File: src/design/mqlf_pkg.sv
// Shared types and codes for the linked multi-queue FIFO.
`default_nettype none
package mqlf_pkg;

  localparam int KEY_W  = 8;
  localparam int QIDX_W = 4;
  localparam int STAT_W = 2;

  localparam logic OP_APPEND = 1'b0;
  localparam logic OP_REMOVE = 1'b1;

  localparam logic [STAT_W-1:0] ST_OK    = 2'd0;
  localparam logic [STAT_W-1:0] ST_EMPTY = 2'd1;
  localparam logic [STAT_W-1:0] ST_FULL  = 2'd2;

  // Classified command passed from the front end to the engine.
  typedef struct packed {
    logic              op;
    logic [QIDX_W-1:0] queue_index;
    logic [KEY_W-1:0]  data_key;
    logic              q_ok;
  } cmd_t;

endpackage
`default_nettype wire

File: src/design/mqlf_if.sv
// Command and result channel interfaces.
`default_nettype none
interface mqlf_cmd_if;
  import mqlf_pkg::*;
  logic              valid;
  logic              ready;
  logic              operation;
  logic [QIDX_W-1:0] queue_index;
  logic [KEY_W-1:0]  data_key;

  modport source (output valid, operation, queue_index, data_key, input ready);
  modport sink   (input valid, operation, queue_index, data_key, output ready);
endinterface

interface mqlf_res_if;
  import mqlf_pkg::*;
  logic              valid;
  logic              ready;
  logic [KEY_W-1:0]  removed_key;
  logic [STAT_W-1:0] status;

  modport source (output valid, removed_key, status, input ready);
  modport sink   (input valid, removed_key, status, output ready);
endinterface
`default_nettype wire

File: src/design/mqlf_front.sv
// Front end: accepts command beats, checks the queue index, buffers two deep.
`default_nettype none
module mqlf_front #(
  parameter int NUM_QUEUES = 10
) (
  input  wire logic           clk,
  input  wire logic           rst,
  mqlf_cmd_if.sink            cmd,
  output mqlf_pkg::cmd_t      link_cmd,
  output logic                link_valid,
  input  wire logic           link_ready
);
  import mqlf_pkg::*;

  cmd_t       slot [2];
  logic       wr_ptr;
  logic       rd_ptr;
  logic [1:0] count;
  logic       push;
  logic       pop;
  cmd_t       in_cmd;

  always_comb begin
    in_cmd.op          = cmd.operation;
    in_cmd.queue_index = cmd.queue_index;
    in_cmd.data_key    = cmd.data_key;
    in_cmd.q_ok        = 32'(cmd.queue_index) < 32'(NUM_QUEUES);
  end

  assign cmd.ready  = (count != 2'd2);
  assign link_valid = (count != 2'd0);
  assign link_cmd   = slot[rd_ptr];
  assign push       = cmd.valid && cmd.ready;
  assign pop        = link_valid && link_ready;

  always_ff @(posedge clk) begin
    if (push) begin
      slot[wr_ptr] <= in_cmd;
    end
  end

  always_ff @(posedge clk) begin
    if (rst) begin
      wr_ptr <= 1'b0;
      rd_ptr <= 1'b0;
      count  <= 2'd0;
    end else begin
      if (push) begin
        wr_ptr <= ~wr_ptr;
      end
      if (pop) begin
        rd_ptr <= ~rd_ptr;
      end
      count <= count + {1'b0, push} - {1'b0, pop};
    end
  end

endmodule
`default_nettype wire

File: src/design/mqlf_engine.sv
// Back end: pointer tables, shared entry pool, free chain and result register.
`default_nettype none
module mqlf_engine #(
  parameter int NUM_QUEUES   = 10,
  parameter int POOL_ENTRIES = 64
) (
  input  wire logic           clk,
  input  wire logic           rst,
  input  wire mqlf_pkg::cmd_t link_cmd,
  input  wire logic           link_valid,
  output logic                link_ready,
  mqlf_res_if.source          res
);
  import mqlf_pkg::*;

  localparam int PW  = $clog2(POOL_ENTRIES);
  localparam int CW  = $clog2(POOL_ENTRIES + 1);
  localparam int QW  = (NUM_QUEUES > 1) ? $clog2(NUM_QUEUES) : 1;
  localparam int QIW = (QW > QIDX_W) ? QW : QIDX_W;
  localparam logic [PW-1:0] LAST_ENTRY = PW'(POOL_ENTRIES - 1);

  localparam logic [1:0] S_IDLE  = 2'd0;
  localparam logic [1:0] S_FETCH = 2'd1;
  localparam logic [1:0] S_LINK  = 2'd2;

  logic [KEY_W-1:0] key_mem  [POOL_ENTRIES];
  logic [PW-1:0]    next_mem [POOL_ENTRIES];
  logic [PW-1:0]    head_mem [NUM_QUEUES];
  logic [PW-1:0]    tail_mem [NUM_QUEUES];

  logic [KEY_W-1:0] key_rd;
  logic [PW-1:0]    next_rd;
  logic [PW-1:0]    head_rd;
  logic [PW-1:0]    tail_rd;

  logic [1:0]            state;
  cmd_t                  cur;
  logic [PW-1:0]         free_head;
  logic [CW-1:0]         free_count;
  logic [CW-1:0]         fill;      // entries at or above this were never allocated
  logic [NUM_QUEUES-1:0] nonempty;
  logic                  res_valid;
  logic [KEY_W-1:0]      res_key;
  logic [STAT_W-1:0]     res_status;

  logic [QIW-1:0] in_q_ext;
  logic [QIW-1:0] cur_q_ext;
  logic [QW-1:0]  in_q;
  logic [QW-1:0]  cur_q;
  logic [QW-1:0]  q_addr;
  logic [PW-1:0]  next_raddr;
  logic           take;
  logic           in_err;
  logic           untouched;
  logic [PW-1:0]  alloc_next;
  logic           do_append;
  logic           do_remove;
  logic           next_we;
  logic [PW-1:0]  next_waddr;
  logic [PW-1:0]  next_wdata;
  logic           res_load;

  assign in_q_ext  = QIW'(link_cmd.queue_index);
  assign cur_q_ext = QIW'(cur.queue_index);
  assign in_q      = in_q_ext[QW-1:0];
  assign cur_q     = cur_q_ext[QW-1:0];

  assign take       = (state == S_IDLE) && link_valid && (!res_valid || res.ready);
  assign link_ready = take;

  always_comb begin
    if (!link_cmd.q_ok) begin
      in_err = 1'b1;
    end else if (link_cmd.op == OP_APPEND) begin
      in_err = (free_count == '0);
    end else begin
      in_err = !nonempty[in_q];
    end
  end

  // Entries at or above the high-water mark take the implied link i -> i+1 (the last links to 0).
  assign untouched  = (CW'(free_head) >= fill);
  always_comb begin
    if (!untouched) begin
      alloc_next = next_rd;
    end else if (free_head == LAST_ENTRY) begin
      alloc_next = '0;
    end else begin
      alloc_next = free_head + PW'(1);
    end
  end

  assign do_append  = (state == S_FETCH) && (cur.op == OP_APPEND);
  assign do_remove  = (state == S_LINK);
  assign q_addr     = (state == S_IDLE) ? in_q : cur_q;
  assign next_raddr = (state == S_IDLE) ? free_head : head_rd;

  assign next_we    = (do_append && nonempty[cur_q]) || do_remove;
  assign next_waddr = do_remove ? head_rd : tail_rd;
  assign next_wdata = do_remove ? free_head : free_head;

  assign res_load   = (take && in_err) || do_append || do_remove;

  // Pool and pointer tables; reads are registered every cycle.
  always_ff @(posedge clk) begin
    head_rd <= head_mem[q_addr];
    tail_rd <= tail_mem[q_addr];
    next_rd <= next_mem[next_raddr];
    key_rd  <= key_mem[head_rd];
    if (do_append) begin
      key_mem[free_head] <= cur.data_key;
      tail_mem[cur_q]    <= free_head;
      if (!nonempty[cur_q]) begin
        head_mem[cur_q] <= free_head;
      end
    end
    if (do_remove && (head_rd != tail_rd)) begin
      head_mem[cur_q] <= next_rd;
    end
    if (next_we) begin
      next_mem[next_waddr] <= next_wdata;
    end
  end

  always_ff @(posedge clk) begin
    if (take) begin
      cur <= link_cmd;
    end
  end

  always_ff @(posedge clk) begin
    if (rst) begin
      state      <= S_IDLE;
      free_head  <= '0;
      free_count <= CW'(POOL_ENTRIES);
      fill       <= '0;
      nonempty   <= '0;
      res_valid  <= 1'b0;
      res_key    <= '0;
      res_status <= ST_OK;
    end else begin
      if (res_load) begin
        res_valid <= 1'b1;
      end else if (res_valid && res.ready) begin
        res_valid <= 1'b0;
      end
      unique case (state)
        S_IDLE: begin
          if (take) begin
            if (in_err) begin
              res_key    <= '0;
              res_status <= (link_cmd.op == OP_APPEND) ? ST_FULL : ST_EMPTY;
            end else begin
              state <= S_FETCH;
            end
          end
        end
        S_FETCH: begin
          if (cur.op == OP_APPEND) begin
            free_head       <= alloc_next;
            free_count      <= free_count - CW'(1);
            nonempty[cur_q] <= 1'b1;
            if (untouched) begin
              fill <= fill + CW'(1);
            end
            res_key    <= '0;
            res_status <= ST_OK;
            state      <= S_IDLE;
          end else begin
            state <= S_LINK;
          end
        end
        S_LINK: begin
          if (head_rd == tail_rd) begin
            nonempty[cur_q] <= 1'b0;
          end
          free_head  <= head_rd;
          free_count <= free_count + CW'(1);
          res_key    <= key_rd;
          res_status <= ST_OK;
          state      <= S_IDLE;
        end
        default: begin
          state <= S_IDLE;
        end
      endcase
    end
  end

  assign res.valid       = res_valid;
  assign res.removed_key = res_key;
  assign res.status      = res_status;

endmodule
`default_nettype wire

File: src/design/multi_queue_linked_fifo.sv
// Several FIFO queues of byte keys sharing one pool of linked entries. Each
// command beat appends a key to a queue or removes its oldest key, and gives
// exactly one result beat with the removed key and a status (ok, removal from
// an empty queue, or pool full on append; an index past the last queue counts
// as an empty queue with no room). A rejected command changes nothing. A
// two-deep command buffer decouples the input from the engine, and a result
// register holds the answer while the next command is taken in. The engine
// handles one command at a time: an error is answered from the idle state,
// an append passes through a fetch state and a removal through fetch and link
// states, since the reads of the queue pointer tables are registered and are
// followed by the read of the head entry in the pool. No clearing pass is
// needed after reset: a high-water mark stands in for the initial free chain.
`default_nettype none
module multi_queue_linked_fifo #(
  parameter int NUM_QUEUES   = 10,
  parameter int POOL_ENTRIES = 64
) (
  input  wire logic  clk,
  input  wire logic  rst,
  mqlf_cmd_if.sink   cmd,
  mqlf_res_if.source res
);
  import mqlf_pkg::*;

  cmd_t link_cmd;
  logic link_valid;
  logic link_ready;

  mqlf_front #(
    .NUM_QUEUES (NUM_QUEUES)
  ) u_front (
    .clk        (clk),
    .rst        (rst),
    .cmd        (cmd),
    .link_cmd   (link_cmd),
    .link_valid (link_valid),
    .link_ready (link_ready)
  );

  mqlf_engine #(
    .NUM_QUEUES   (NUM_QUEUES),
    .POOL_ENTRIES (POOL_ENTRIES)
  ) u_engine (
    .clk        (clk),
    .rst        (rst),
    .link_cmd   (link_cmd),
    .link_valid (link_valid),
    .link_ready (link_ready),
    .res        (res)
  );

  // A result still waiting on the sink holds the engine off.
  a_hold_on_stall: assert property (@(posedge clk) disable iff (rst)
    res.valid && !res.ready |-> !link_ready)
    else $error("engine took a command while its result was waiting");

  // A bad queue index is answered in the next cycle with the matching error.
  a_bad_index: assert property (@(posedge clk) disable iff (rst)
    link_valid && link_ready && !link_cmd.q_ok |=> res.valid &&
      (($past(link_cmd.op) == OP_APPEND && res.status == ST_FULL) ||
       ($past(link_cmd.op) == OP_REMOVE && res.status == ST_EMPTY)))
    else $error("bad queue index not rejected");

  // Failed commands carry a zero key.
  a_err_key_zero: assert property (@(posedge clk) disable iff (rst)
    res.valid && res.status != ST_OK |-> res.removed_key == '0)
    else $error("nonzero key on error result");

endmodule
`default_nettype wire
File: src/flat_wrapper.sv
// flat-port wrapper written by rule: the top's interface ports become plain ports
module multi_queue_linked_fifo_flat import mqlf_pkg::*;
#(
  parameter int NUM_QUEUES   = 10,
  parameter int POOL_ENTRIES = 64
)
  (clk, rst, cmd_valid, cmd_operation, cmd_queue_index, cmd_data_key, cmd_ready, res_valid, res_removed_key, res_status, res_ready);
  mqlf_cmd_if cmd_i ();
  mqlf_res_if res_i ();
  input  wire logic clk;
  input  wire logic rst;
  input wire logic [$bits(cmd_i.valid)-1:0] cmd_valid;
  input wire logic [$bits(cmd_i.operation)-1:0] cmd_operation;
  input wire logic [$bits(cmd_i.queue_index)-1:0] cmd_queue_index;
  input wire logic [$bits(cmd_i.data_key)-1:0] cmd_data_key;
  output wire logic [$bits(cmd_i.ready)-1:0] cmd_ready;
  output wire logic [$bits(res_i.valid)-1:0] res_valid;
  output wire logic [$bits(res_i.removed_key)-1:0] res_removed_key;
  output wire logic [$bits(res_i.status)-1:0] res_status;
  input wire logic [$bits(res_i.ready)-1:0] res_ready;
  assign cmd_i.valid = cmd_valid;
  assign cmd_i.operation = cmd_operation;
  assign cmd_i.queue_index = cmd_queue_index;
  assign cmd_i.data_key = cmd_data_key;
  assign cmd_ready = cmd_i.ready;
  assign res_valid = res_i.valid;
  assign res_removed_key = res_i.removed_key;
  assign res_status = res_i.status;
  assign res_i.ready = res_ready;
  multi_queue_linked_fifo #(.NUM_QUEUES(NUM_QUEUES), .POOL_ENTRIES(POOL_ENTRIES)) u_core (.clk(clk), .rst(rst), .cmd(cmd_i), .res(res_i));
endmodule
File: config.mk
export PLATFORM = sky130hd
export DESIGN_NAME = multi_queue_linked_fifo_flat
export DESIGN_NICKNAME = d
export VERILOG_FILES = /design/src/design/mqlf_pkg.sv /design/src/design/mqlf_if.sv /design/src/design/mqlf_front.sv /design/src/design/mqlf_engine.sv /design/src/design/multi_queue_linked_fifo.sv /design/src/flat_wrapper.sv
export SDC_FILE = /design/constraint.sdc
export NUM_CORES = 1
export LEC_CHECK = 0
export BUFFER_PORTS_ARGS = -buffer_cell sky130_fd_sc_hd__buf_2
export CAP_MARGIN = 30
export CORE_ASPECT_RATIO = 0.7
export CORE_MARGIN = 1.5
export CORE_UTILIZATION = 40
export DETAILED_ROUTE_END_ITERATION = 12
export PLACE_DENSITY = 0.65
export SETUP_SLACK_MARGIN = 0.02
export SYNTH_ARGS = -nofsm -noshare
export SYNTH_HDL_FRONTEND = slang
export SYNTH_SLANG_ARGS = --single-unit
File: constraint.sdc
create_clock -name clk -period 5.6 [get_ports clk]
set_input_delay 0.28 -clock clk [delete_from_list [all_inputs] [get_ports clk]]
set_output_delay 0.28 -clock clk [all_outputs]
set_load 0.05 [all_outputs]
Word level (Yosys, flattened, before mapping). Memory sizes are Yosys's and may differ from the RTL's. A register that Yosys moved wholly into a read port is not among the register bits. Cells that the tools add are included.

Output and inout bits: 12. Bits in writable memories: 1044. Bits of input ports: 17. Word-level logic and storage cells: 124. Memories: 5. Bits in registers: 60.

Reductions and logical operators: 27. Add/subtract/negate cells: 6. Equality and inequality tests: 11. Bitwise operators: 7. Multiplexer cells: 49. Order comparisons: 5.

Memory list: u_core.u_engine.key_mem (words 64, bits a word 8, rd ports 1, clocked after memory_dff 1, write ports 1, line mqlf_engine.sv:26) `logic [KEY_W-1:0] key_mem [POOL_ENTRIES];`; u_core.u_engine.next_mem (words 64, bits a word 6, rd ports 1, clocked after memory_dff 1, write ports 1, line mqlf_engine.sv:27) `logic [PW-1:0] next_mem [POOL_ENTRIES];`; u_core.u_engine.head_mem (words 10, bits a word 6, rd ports 1, clocked after memory_dff 1, write ports 1, line mqlf_engine.sv:28) `logic [PW-1:0] head_mem [NUM_QUEUES];`; u_core.u_engine.tail_mem (words 10, bits a word 6, rd ports 1, clocked after memory_dff 1, write ports 1, line mqlf_engine.sv:29) `logic [PW-1:0] tail_mem [NUM_QUEUES];`; u_core.u_front.slot (words 2, bits a word 14, rd ports 1, clocked after memory_dff 1, write ports 1, line mqlf_front.sv:15) `cmd_t slot [2];`.

Operators with widths (number): 6-bit two-way mux (6); 8-bit two-way mux (3); 8-bit case mux with 3 select lines (1); 1-bit two-way mux (20); 10-bit two-way mux (2); 10-bit case mux with 2 select lines (1); 7-bit by 1-bit adder with 7-bit output (second input constant) (2); 2-bit two-way mux (7); 7-bit case mux with 2 select lines (1); 6-bit case mux with 2 select lines (1); 10-bit bitwise AND (1); 1-bit logical AND (10); 4-bit by 5-bit less-than comparator with 1-bit output (second input constant) (2); 2-bit != test (second input constant) (5); 10-bit NOT (1); 10-bit bitwise OR (1); 1-bit binary-select mux with 4-bit select (2); 6-bit by 7-bit greater-or-equal comparator with 1-bit output (1); 7-bit zero test (1); 7-bit two-way mux (1); 7-bit by 1-bit subtractor with 7-bit output (second input constant) (1); 6-bit by 1-bit adder with 6-bit output (second input constant) (1); 6-bit == test (1); 6-bit == test (second input constant) (1); 22 further kinds (32).

Depth between registers and ports, before layout. Gate-level depths: netlist (run 1).

Word-level depth: 9. Gate-level depth with buffers: 13. Mapped depth without buffers: 11.

Hierarchy. From an unflattened synthesis (run 1), not the netlist that was laid out.

Cell total of the unflattened synthesis: 3130. Area total of the unflattened synthesis: 47679.5 sq um.

Modules (own cells, without submodules): mqlf_engine (cells each 3057, area an instance 46408.3 sq um, instances 1, sequential area each 32281.0 sq um); mqlf_front (cells each 73, area an instance 1271.2 sq um, instances 1, sequential area each 940.9 sq um).

Worst setup path after synthesis (run 1). No wires, ideal clock.

Path kind: reg2reg. Start point: register u_core.u_engine.free_head[0]. End point: register u_core.u_engine.fill[5]. Setup time: 0.070 ns. Path buffers: 2. Path slack: 2.040 ns. Stages on the path, launching flop included: 12. Clock period less this slack: 3.560 ns. Arrival: 3.490 ns. Required time: 5.530 ns. Path through: dfxtp_1 > buf_2 > inv_1 > clkbuf_1 > ha_1 > nand3b_1 > a21boi_0 > o211ai_1 > a21oi_1 > nand3_1 > or3_1 > a21oi_1.

Word-level cells in the longest chain between the ends: 2.

Ends and longest elaborated chain: start, declared (line mqlf_engine.sv:38) `logic [PW-1:0] free_head;`; start signal, assigned (line mqlf_engine.sv:160) `free_head <= alloc_next;`; start signal, assigned (line mqlf_engine.sv:177) `free_head <= head_rd;`; 6-bit by 7-bit greater-or-equal comparator with 1-bit output (line mqlf_engine.sv:82) `assign untouched = (CW'(free_head) >= fill);`; 3-bit AND reduction (no line); end signal, assigned (line mqlf_engine.sv:164) `fill <= fill + CW'(1);`; end, declared (line mqlf_engine.sv:40) `logic [CW-1:0] fill;`.

No other way between the ends. A chain may end at the register's enable or synchronous reset.

Worst setup path in the final report (run 1).
Start point: register u_core.u_engine.state[0]. End point: register u_core.u_engine.next_rd[1] (read register of u_core.u_engine.next_mem).

Word-level cells in the longest chain between the ends: 2.

Ends and longest elaborated chain: start, declared (line mqlf_engine.sv:36) `logic [1:0] state;`; start signal, assigned (line mqlf_engine.sv:133) `state <= S_IDLE;`; start signal, assigned (line mqlf_engine.sv:154) `state <= S_FETCH;`; start signal, assigned (line mqlf_engine.sv:168) `state <= S_IDLE;`; 2-bit zero test (line mqlf_engine.sv:96) `assign next_raddr = (state == S_IDLE) ? free_head : head_rd;`; 6-bit two-way mux (line mqlf_engine.sv:96); end, declared (line mqlf_engine.sv:32) `logic [PW-1:0] next_rd;`.

No other way between the ends.

==> qor.txt, run 1 <==
Status - completed
Synth async-reset ratio - 0%
MaxCap Viol Count - 0
Fin crit share - 68.67%
Crit path max fanout - 56
Syn nets - 3148
Worst path depth - 10
Worst setup EP type - register
Port bufs - 28
Top layer in use - met4
Tightest Pin Transition - 1.124 ns
Vias per cell - 5.953
Pin count of the biggest net entering global routing - 166
Critical R2R Launch - u_core.u_engine.state[0]
Flop2flop setup slack - 1.75 ns
Max transition margin - 25.09%
Met3 wire length - 13860 um
Setup TNS - 0 ns
Hold WS - 0.03273 ns
CTS tree - yes
Sequential area share after synthesis - 69.83%
Synth Flop Type - edfxtp_1
Cell Chain, Critical Path - inv_1 > ha_4 > buf_4 > mux2i_4 > buf_4 > a21oi_1 > o31ai_1 > nor4_1 > a41oi_1 > o31a_1
Worst hold path type - in -> reg
Vias in the first global route - 26580
GPL Wtd Cong - 0.8828
Final wirelength - 121300 um
Worst-Skew Late Latency - 0.71 ns
Cell area after layout - 0.05306 sq mm
Area after DPL - 0.04928 sq mm
HPWL after DPL - 73960 um
Via count - 28330
Clock sink total - 1131
Ys Warns - 0
Worst vdd ir - 364.6 uV
Tot GR Track Use - 19.75%
Unrepaired setup endpoints after global routing - false
Die Wd - 415.2 um
Post-synth EDFFs - 1057
Mapped Avg Cell Area - 15.30 sq um
Root buffer cell - clkbuf_16
R2R cell count - 10
Synth Instances - 3110
CTS max path bufs - 3
Core Rows - 105
Maximum clock rate - 260.0 MHz
WL/cell - 25.48 um
NumNets Final - 3153
Leakage Power - 16.68 nW
Core area - 0.1176 sq mm
Max Slew Vio Count - 0
Crit-path most repeated cell - buf_4
Syn Std Cell Area - 0.04758 sq mm
Initial antenna violation count - 2
First-pass GRT wire length - 179700 um
Layout cell share with drive strength beyond 1 - 15.65%
Remaining DRCs - 0
H-tree levels - 3
Starting Density - 40.46%
DR WL met2 - 50620 um
Antenna viol nets, final - 0
Final hold viol count - 0
Min Clock Period, post-route - 3.845 ns
Crit path required time - 6.26 ns
Worst Path Buf+Inv - 3
Total global routing overflow - 0
Die height - 291.5 um
Yosys cell types - 71
Delay-heaviest family, CP - buffers and inverters
I/O pins - 29
DR pass1 iterations - 7
CTS buffer count - 107
Crit. Startpoint - u_core.u_engine.state[0]
Crit-path slowest cell - buf_4
Clk pin slew, worst setup/hold paths - 0.06 ns
Setup slack at placement - 1.879 ns
Final setup violation count - 0
Clock Skews - 0.04833 ns
Worst Setup Slack, final - 1.755 ns
Power density over the cells - 564.6 mW/mm^2
DIE AREA - 0.1211 sq mm
Drt first-iter violations - 3872
RR Endpoint - u_core.u_engine.next_rd[1]
Worst Setup EP - u_core.u_engine.next_rd[1]
Met1 WL - 54600 um
Worst Path Class, Setup - reg -> reg
Post-synthesis register bit count - 1131
Max stage delay on crit path - 0.61 ns
Area grow syn2layout - 11.52%
Arrival time at the worst endpoint - 4.50 ns
Tot Pwr - 29.95 mW
Critical path startpoint category - register
## power by group
| part | total, mW | internal (mW) | switching (mW) |
|---|---|---|---|
| combinational | 11.1 | 3.96 | 7.15 |
| clock | 7.49 | 4.27 | 3.22 |
| sequential | 11.4 | 10.5 | 0.811 |
## synthesized netlist by cell type (all sizes together), types with 4 or more instances
master  number  area [sq um]
mux4       196          4414
nand2b      18         112.6
and2         4         25.02
nor2       267          1002
o21ai       55         279.0
dfxtp       74          1481
or4          4         30.03
or3         11         68.82
nand2      217         817.0
xor2         5         43.79
clkbuf      92         345.3
nor3        49         245.2
a22oi       29         217.7
inv         26         97.59
nor4         7         43.79
mux2i       45         454.2
a21boi      54         405.4
xnor2       14         122.6
buf        116         599.3
a31oi       54         352.8
o211ai       8         60.06
nor2b       38         237.7
mux2        24         270.3
nand3b       5         37.54
nand3       27         135.1
a21o        10         75.07
a211oi     108         810.8
edfxtp    1057         31740
and3        20         125.1
o22ai       68         425.4
a21oi      303          1516
a221oi       4         35.03
o221ai       7         61.31
o21a         7         52.55
a32oi        7         61.31
ha          20         250.2
o31ai       13         111.4
## cells by family after synthesis
| group | synth area share (%) |
|---|---|
| adder cells (fa/ha/maj) | 0.5680 |
| buffers and inverters | 2.206 |
| XOR/XNOR | 0.3498 |
| flip-flops | 69.83 |
| AND/OR/NAND/NOR | 6.125 |
| multiplexers | 10.80 |
| AO/OA/AOI/OAI | 10.12 |
## metrics by stage
step,utilization [%],cells
after global routing,45.12,4759
after detailed placement,41.91,4542
after global placement,41.90,4540
after CTS,45.10,4757
after floorplan,-,3110
final,45.12,4759
## registers in the layout (all words and copies together), names as in the netlist, 6 cells and up, named ones only
| register | flops |
|---|---|
| u_core.u_engine.next_mem | 384 |
| u_core.u_engine.res.removed_key | 8 |
| u_core.u_engine.tail_mem | 60 |
| u_core.u_engine.head_rd | 6 |
| u_core.u_engine.key_rd | 8 |
| u_core.u_engine.next_rd | 6 |
| u_core.u_engine.free_head | 6 |
| u_core.u_engine.fill | 7 |
| u_core.u_engine.tail_rd | 6 |
| u_core.u_engine.key_mem | 512 |
| u_core.u_front.slot | 28 |
| u_core.u_engine.cur | 9 |
| u_core.u_engine.free_count | 7 |
| u_core.u_engine.head_mem | 60 |
## cell usage in the layout (no fill, tap or decap), drive strengths merged, types with 13 or more instances in the layout
| master | synthesis | final |
|---|---|---|
| nand2 | 217 | 217 |
| mux4 | 196 | 196 |
| ha | 20 | 20 |
| nor3 | 49 | 49 |
| edfxtp | 1057 | 1057 |
| mux2i | 45 | 45 |
| a21boi | 54 | 54 |
| nor2b | 38 | 38 |
| a211oi | 108 | 108 |
| a22oi | 29 | 29 |
| dfxtp | 74 | 74 |
| nand3 | 27 | 27 |
| and3 | 20 | 20 |
| o21ai | 55 | 55 |
| nor2 | 267 | 267 |
| clkbuf | 92 | 143 |
| xnor2 | 14 | 14 |
| a31oi | 54 | 54 |
| buf | 116 | 90 |
| nand2b | 18 | 18 |
| clkinv | 2 | 37 |
| mux2 | 24 | 24 |
| dlygate4sd3 | 0 | 14 |
| inv | 26 | 30 |
| o31ai | 13 | 13 |
| o22ai | 68 | 68 |
| a21oi | 303 | 303 |
## repair_timing
action,4_1_cts,5_1_grt
resized for setup,0,0
buffers inserted,0,0
hold endpoints to repair,29,0
hold buffers,14,0
endpoints found under the setup margin,0,0
## layout make-up
| type | count | area (sq um) |
|---|---|---|
| antenna | 1 | 2.502 |
| clock buffer | 143 | 2947 |
| clock inverter | 58 | 663.1 |
| fill | 10010 | 64530 |
| inverter | 28 | 105.1 |
| multi-input combinational | 1743 | 13350 |
| sequential | 1131 | 33250 |
| tap | 1551 | 1941 |
| timing repair buffer | 104 | 795.8 |
## worst min-delay path, delay by kind of cell
kind,cells,cell delay [ns]
compound gates,1,0.06
buf+inv,2,0.34
## how the worst min path moves through the flow
stage	start	endpoint	slack [ns]	depth (start not counted)
after detailed placement	u_core.u_engine.res.removed_key[1]	u_core.u_engine.res.removed_key[1]	0.46	2
after global placement	u_core.u_engine.res.removed_key[3]	u_core.u_engine.res.removed_key[3]	0.45	2
after CTS	rst	u_core.u_front.count[1]	0.20	2
after global routing	rst	u_core.u_engine.free_head[0]	0.02	3
after floorplan	cmd_queue_index[1]	u_core.u_front.slot[0][10]	0.38	0
final	rst	u_core.u_engine.free_head[0]	0.03	3
## metal layers
metal / global-route usage [%] / vias up
li1: - / 12330
met1: 31.23 / 14350
met2: 27.07 / 1481
met3: 5.133 / 177
met4: 4.250 / 0
met5: 0 / -
Note: power is estimated with default switching activity, not from simulation.
==> run 2: changes to the inputs <==
==> constraint.sdc (replaced) <==
create_clock -name clk -period 3.7 [get_ports clk]
set_input_delay 0.185 -clock clk [delete_from_list [all_inputs] [get_ports clk]]
set_output_delay 0.185 -clock clk [all_outputs]
set_load 0.05 [all_outputs]
==> run 2 against run 1 <==
Against the previous run:
- fmax grew 15%
- flip-flop and latch count is the same
- sequential power grew 49%
- critical endpoint is now u_core.u_engine.next_rd[0]
- largest power group is now combinational logic
==> qor.txt, run 2 (same netlist as run 1, synthesis figures left out) <==
Critical R2R Launch - u_core.u_engine.state[0] (unchanged)
WL/cell - 25.16 um (was 25.48 um)
Final setup violation count - 0 (unchanged)
Drt first-iter violations - 3674 (was 3872)
Flop2flop setup slack - 0.37 ns (was 1.75 ns)
H-tree levels - 3 (unchanged)
Final wirelength - 123200 um (was 121300 um)
Area grow syn2layout - 13.71% (was 11.52%)
Setup TNS - 0 ns (unchanged)
Die Wd - 415.2 um (unchanged)
Combinational share of power - 38.9% (was 37.1%)
Critical path startpoint category - register (unchanged)
CTS tree - yes (unchanged)
Max stage delay on crit path - 0.46 ns (was 0.61 ns)
R2R cell count - 11 (was 10)
Antenna viol nets, final - 0 (unchanged)
HPWL after DPL - 77950 um (was 73960 um)
Clock sink total - 1131 (unchanged)
Sw frac - 37.75% (was 37.33%)
DIE AREA - 0.1211 sq mm (unchanged)
GPL Wtd Cong - 0.8972 (was 0.8828)
First-pass GRT wire length - 182300 um (was 179700 um)
Worst vdd ir - 569.2 uV (was 364.6 uV)
Most common cell after layout, fill and taps aside - edfxtp_1 (unchanged)
Clock power frac - 23.7% (was 25.0%)
Largest reg by FF count - u_core.u_engine.key_mem (unchanged)
DR pass1 iterations - 8 (was 7)
Tot GR Track Use - 20.13% (was 19.75%)
Port bufs - 28 (unchanged)
Crit-path slowest cell - ha_4 (was buf_4)
Finished Layout Cells - 4896 (was 4759)
Max Slew Vio Count - 0 (unchanged)
Worst setup EP type - register (unchanged)
Status - completed (unchanged)
CTS buffer count - 106 (was 107)
Power density over the cells - 842.4 mW/mm^2 (was 564.6 mW/mm^2)
CTS max path bufs - 3 (unchanged)
RR Endpoint - u_core.u_engine.next_rd[0] (was u_core.u_engine.next_rd[1])
Clk pin slew, worst setup/hold paths - 0.07 ns (was 0.06 ns)
Initial antenna violation count - 5 (was 2)
Tightest Pin Transition - 1.169 ns (was 1.124 ns)
Layout cell share with drive strength beyond 1 - 18.88% (was 15.65%)
Core area - 0.1176 sq mm (unchanged)
Worst hold path type - in -> reg (unchanged)
Via count - 28800 (was 28330)
Total global routing overflow - 0 (unchanged)
Crit-path most repeated cell - buf_4 (unchanged)
Fill cells - 9924 (was 10010)
Crit. Startpoint - u_core.u_engine.state[0] (unchanged)
Max reg flops - 512 (unchanged)
Most frequent cells in the layout - edfxtp_1, a21oi_1, nor2_1 (unchanged)
Leakage Power - 17.38 nW (was 16.68 nW)
Core Rows - 105 (unchanged)
Clock Skews - 0.04917 ns (was 0.04833 ns)
MaxCap Viol Count - 0 (unchanged)
Remaining DRCs - 0 (unchanged)
Max transition margin - 21.22% (was 25.09%)
Vias per cell - 5.882 (was 5.953)
Register area - 0.03325 sq mm (unchanged)
Biggest regs - u_core.u_engine.key_mem: 512 flops, u_core.u_engine.next_mem: 384 flops (unchanged)
Crit path max fanout - 31 (was 56)
Vias in the first global route - 27590 (was 26580)
Crit path required time - 4.38 ns (was 6.26 ns)
NumNets Final - 3289 (was 3153)
Multi-input gate area - 0.01334 sq mm (was 0.01335 sq mm)
Fin crit share - 90.10% (was 68.67%)
Worst Path Class, Setup - reg -> reg (unchanged)
Layout Utilization - 46.01% (was 45.12%)
Arrival time at the worst endpoint - 4.01 ns (was 4.50 ns)
Die height - 291.5 um (unchanged)
Sequential Power Share - 37.4% (was 37.9%)
Worst Setup EP - u_core.u_engine.next_rd[0] (was u_core.u_engine.next_rd[1])
Pin count of the biggest net entering global routing - 122 (was 166)
Maximum clock rate - 300.0 MHz (was 260.0 MHz)
Final hold viol count - 0 (unchanged)
I/O pins - 29 (unchanged)
Cell Chain, Critical Path - inv_1 > ha_4 > buf_4 > mux2i_4 > buf_4 > buf_4 > a21oi_1 > nor3_1 > nor4_1 > a41oi_1 > o31a_1 (was inv_1 > ha_4 > buf_4 > mux2i_4 > buf_4 > a21oi_1 > o31ai_1 > nor4_1 > a41oi_1 > o31a_1)
Unrepaired setup endpoints after global routing - false (unchanged)
Starting Density - 40.46% (unchanged)
Setup slack at placement - 0.4826 ns (was 1.879 ns)
Min Clock Period, post-route - 3.334 ns (was 3.845 ns)
Worst Setup Slack, final - 0.3661 ns (was 1.755 ns)
Switching component of the power - 17.20 mW (was 11.18 mW)
Worst-Skew Late Latency - 0.74 ns (was 0.71 ns)
Power Internal - 28.37 mW (was 18.77 mW)
Dpl cells - 4680 (was 4542)
Root buffer cell - clkbuf_16 (unchanged)
[run 2: cell count changes in the layout (fill, tap and decap cells not counted), moves of 2 or more]
cell	previous run	this run
inv_6	3	1
clkinv_16	1	4
clkbuf_16	110	108
bufinv_16	12	5
clkinv_2	16	20
buf_16	0	3
buf_4	58	182
buf_12	4	14
clkbuf_1	26	33
clkinvlp_4	7	5
[run 2: stage by stage]
stage / hold slack [ns] / area [sq um] / power, mW
floorplan: 0.2839 / 47580 / 28.28
global placement: 0.3747 / 50430 / 34.40
detailed placement: 0.3800 / 50510 / 34.69
CTS: 0.08334 / 54090 / 45.48
global route: 0.1325 / 54100 / 47.53
finish: 0.1292 / 54100 / 45.57
[run 2: per-layer routing]
metal | share of wire, % | GRT usage, %
met1 | 44 | 30.55
met3 | 13 | 7.260
met5 | 0.075 | 0.5124
met4 | 1.8 | 4.376
met2 | 41 | 27.41
[run 2: critical path: cells and delay by family (launching register included)]
family | cells | cell delay (ns)
DFF | 1 | 0.34
buffers and inverters | 4 | 1.09
muxes | 1 | 0.28
AOI/OAI and AO/OA | 3 | 0.64
adders and majority gates | 1 | 0.46
and+or+nand+nor | 2 | 0.43
[run 2: cell type report]
cell class              count  share of cell area, %
well taps                1551                  3.587
flip-flops and latches   1131                  61.47
clock buffers             147                  5.377
multi-input cells        1743                  24.67
clock inverters            53                 0.9806
repair buffers            241                  3.714
diodes                      2               0.009251
inverters                  28                 0.1943
[run 2: what timing repair did]
item,CTS,global route
endpoints found under the hold margin,29,0
setup buffers,0,0
resized for setup,0,0
hold buffers,14,0
[run 2: worst min path at each step]
stage,startpoint,endpoint,slack (ns),cells past startpoint
floorplan,cmd_queue_index[1],u_core.u_front.slot[0][10],0.28,0
global placement,cmd_data_key[6],u_core.u_front.slot[1][7],0.37,1
detailed placement,cmd_data_key[6],u_core.u_front.slot[1][7],0.38,1
CTS,rst,u_core.u_front.count[1],0.08,2
global route,rst,u_core.u_engine.res.status[0],0.13,2
finish,rst,u_core.u_engine.state[0],0.13,2
[run 2: power by group through the flow]
stage               Sequential, mW  Combinational (mW)  Clock (mW)
CTS                           17.0                17.5        11.0
global route                  17.1                19.0        11.4
detailed placement            17.3                17.4           0
global placement              17.4                17.0           0
finish                        17.0                17.7        10.8
floorplan                     17.1                11.2           0
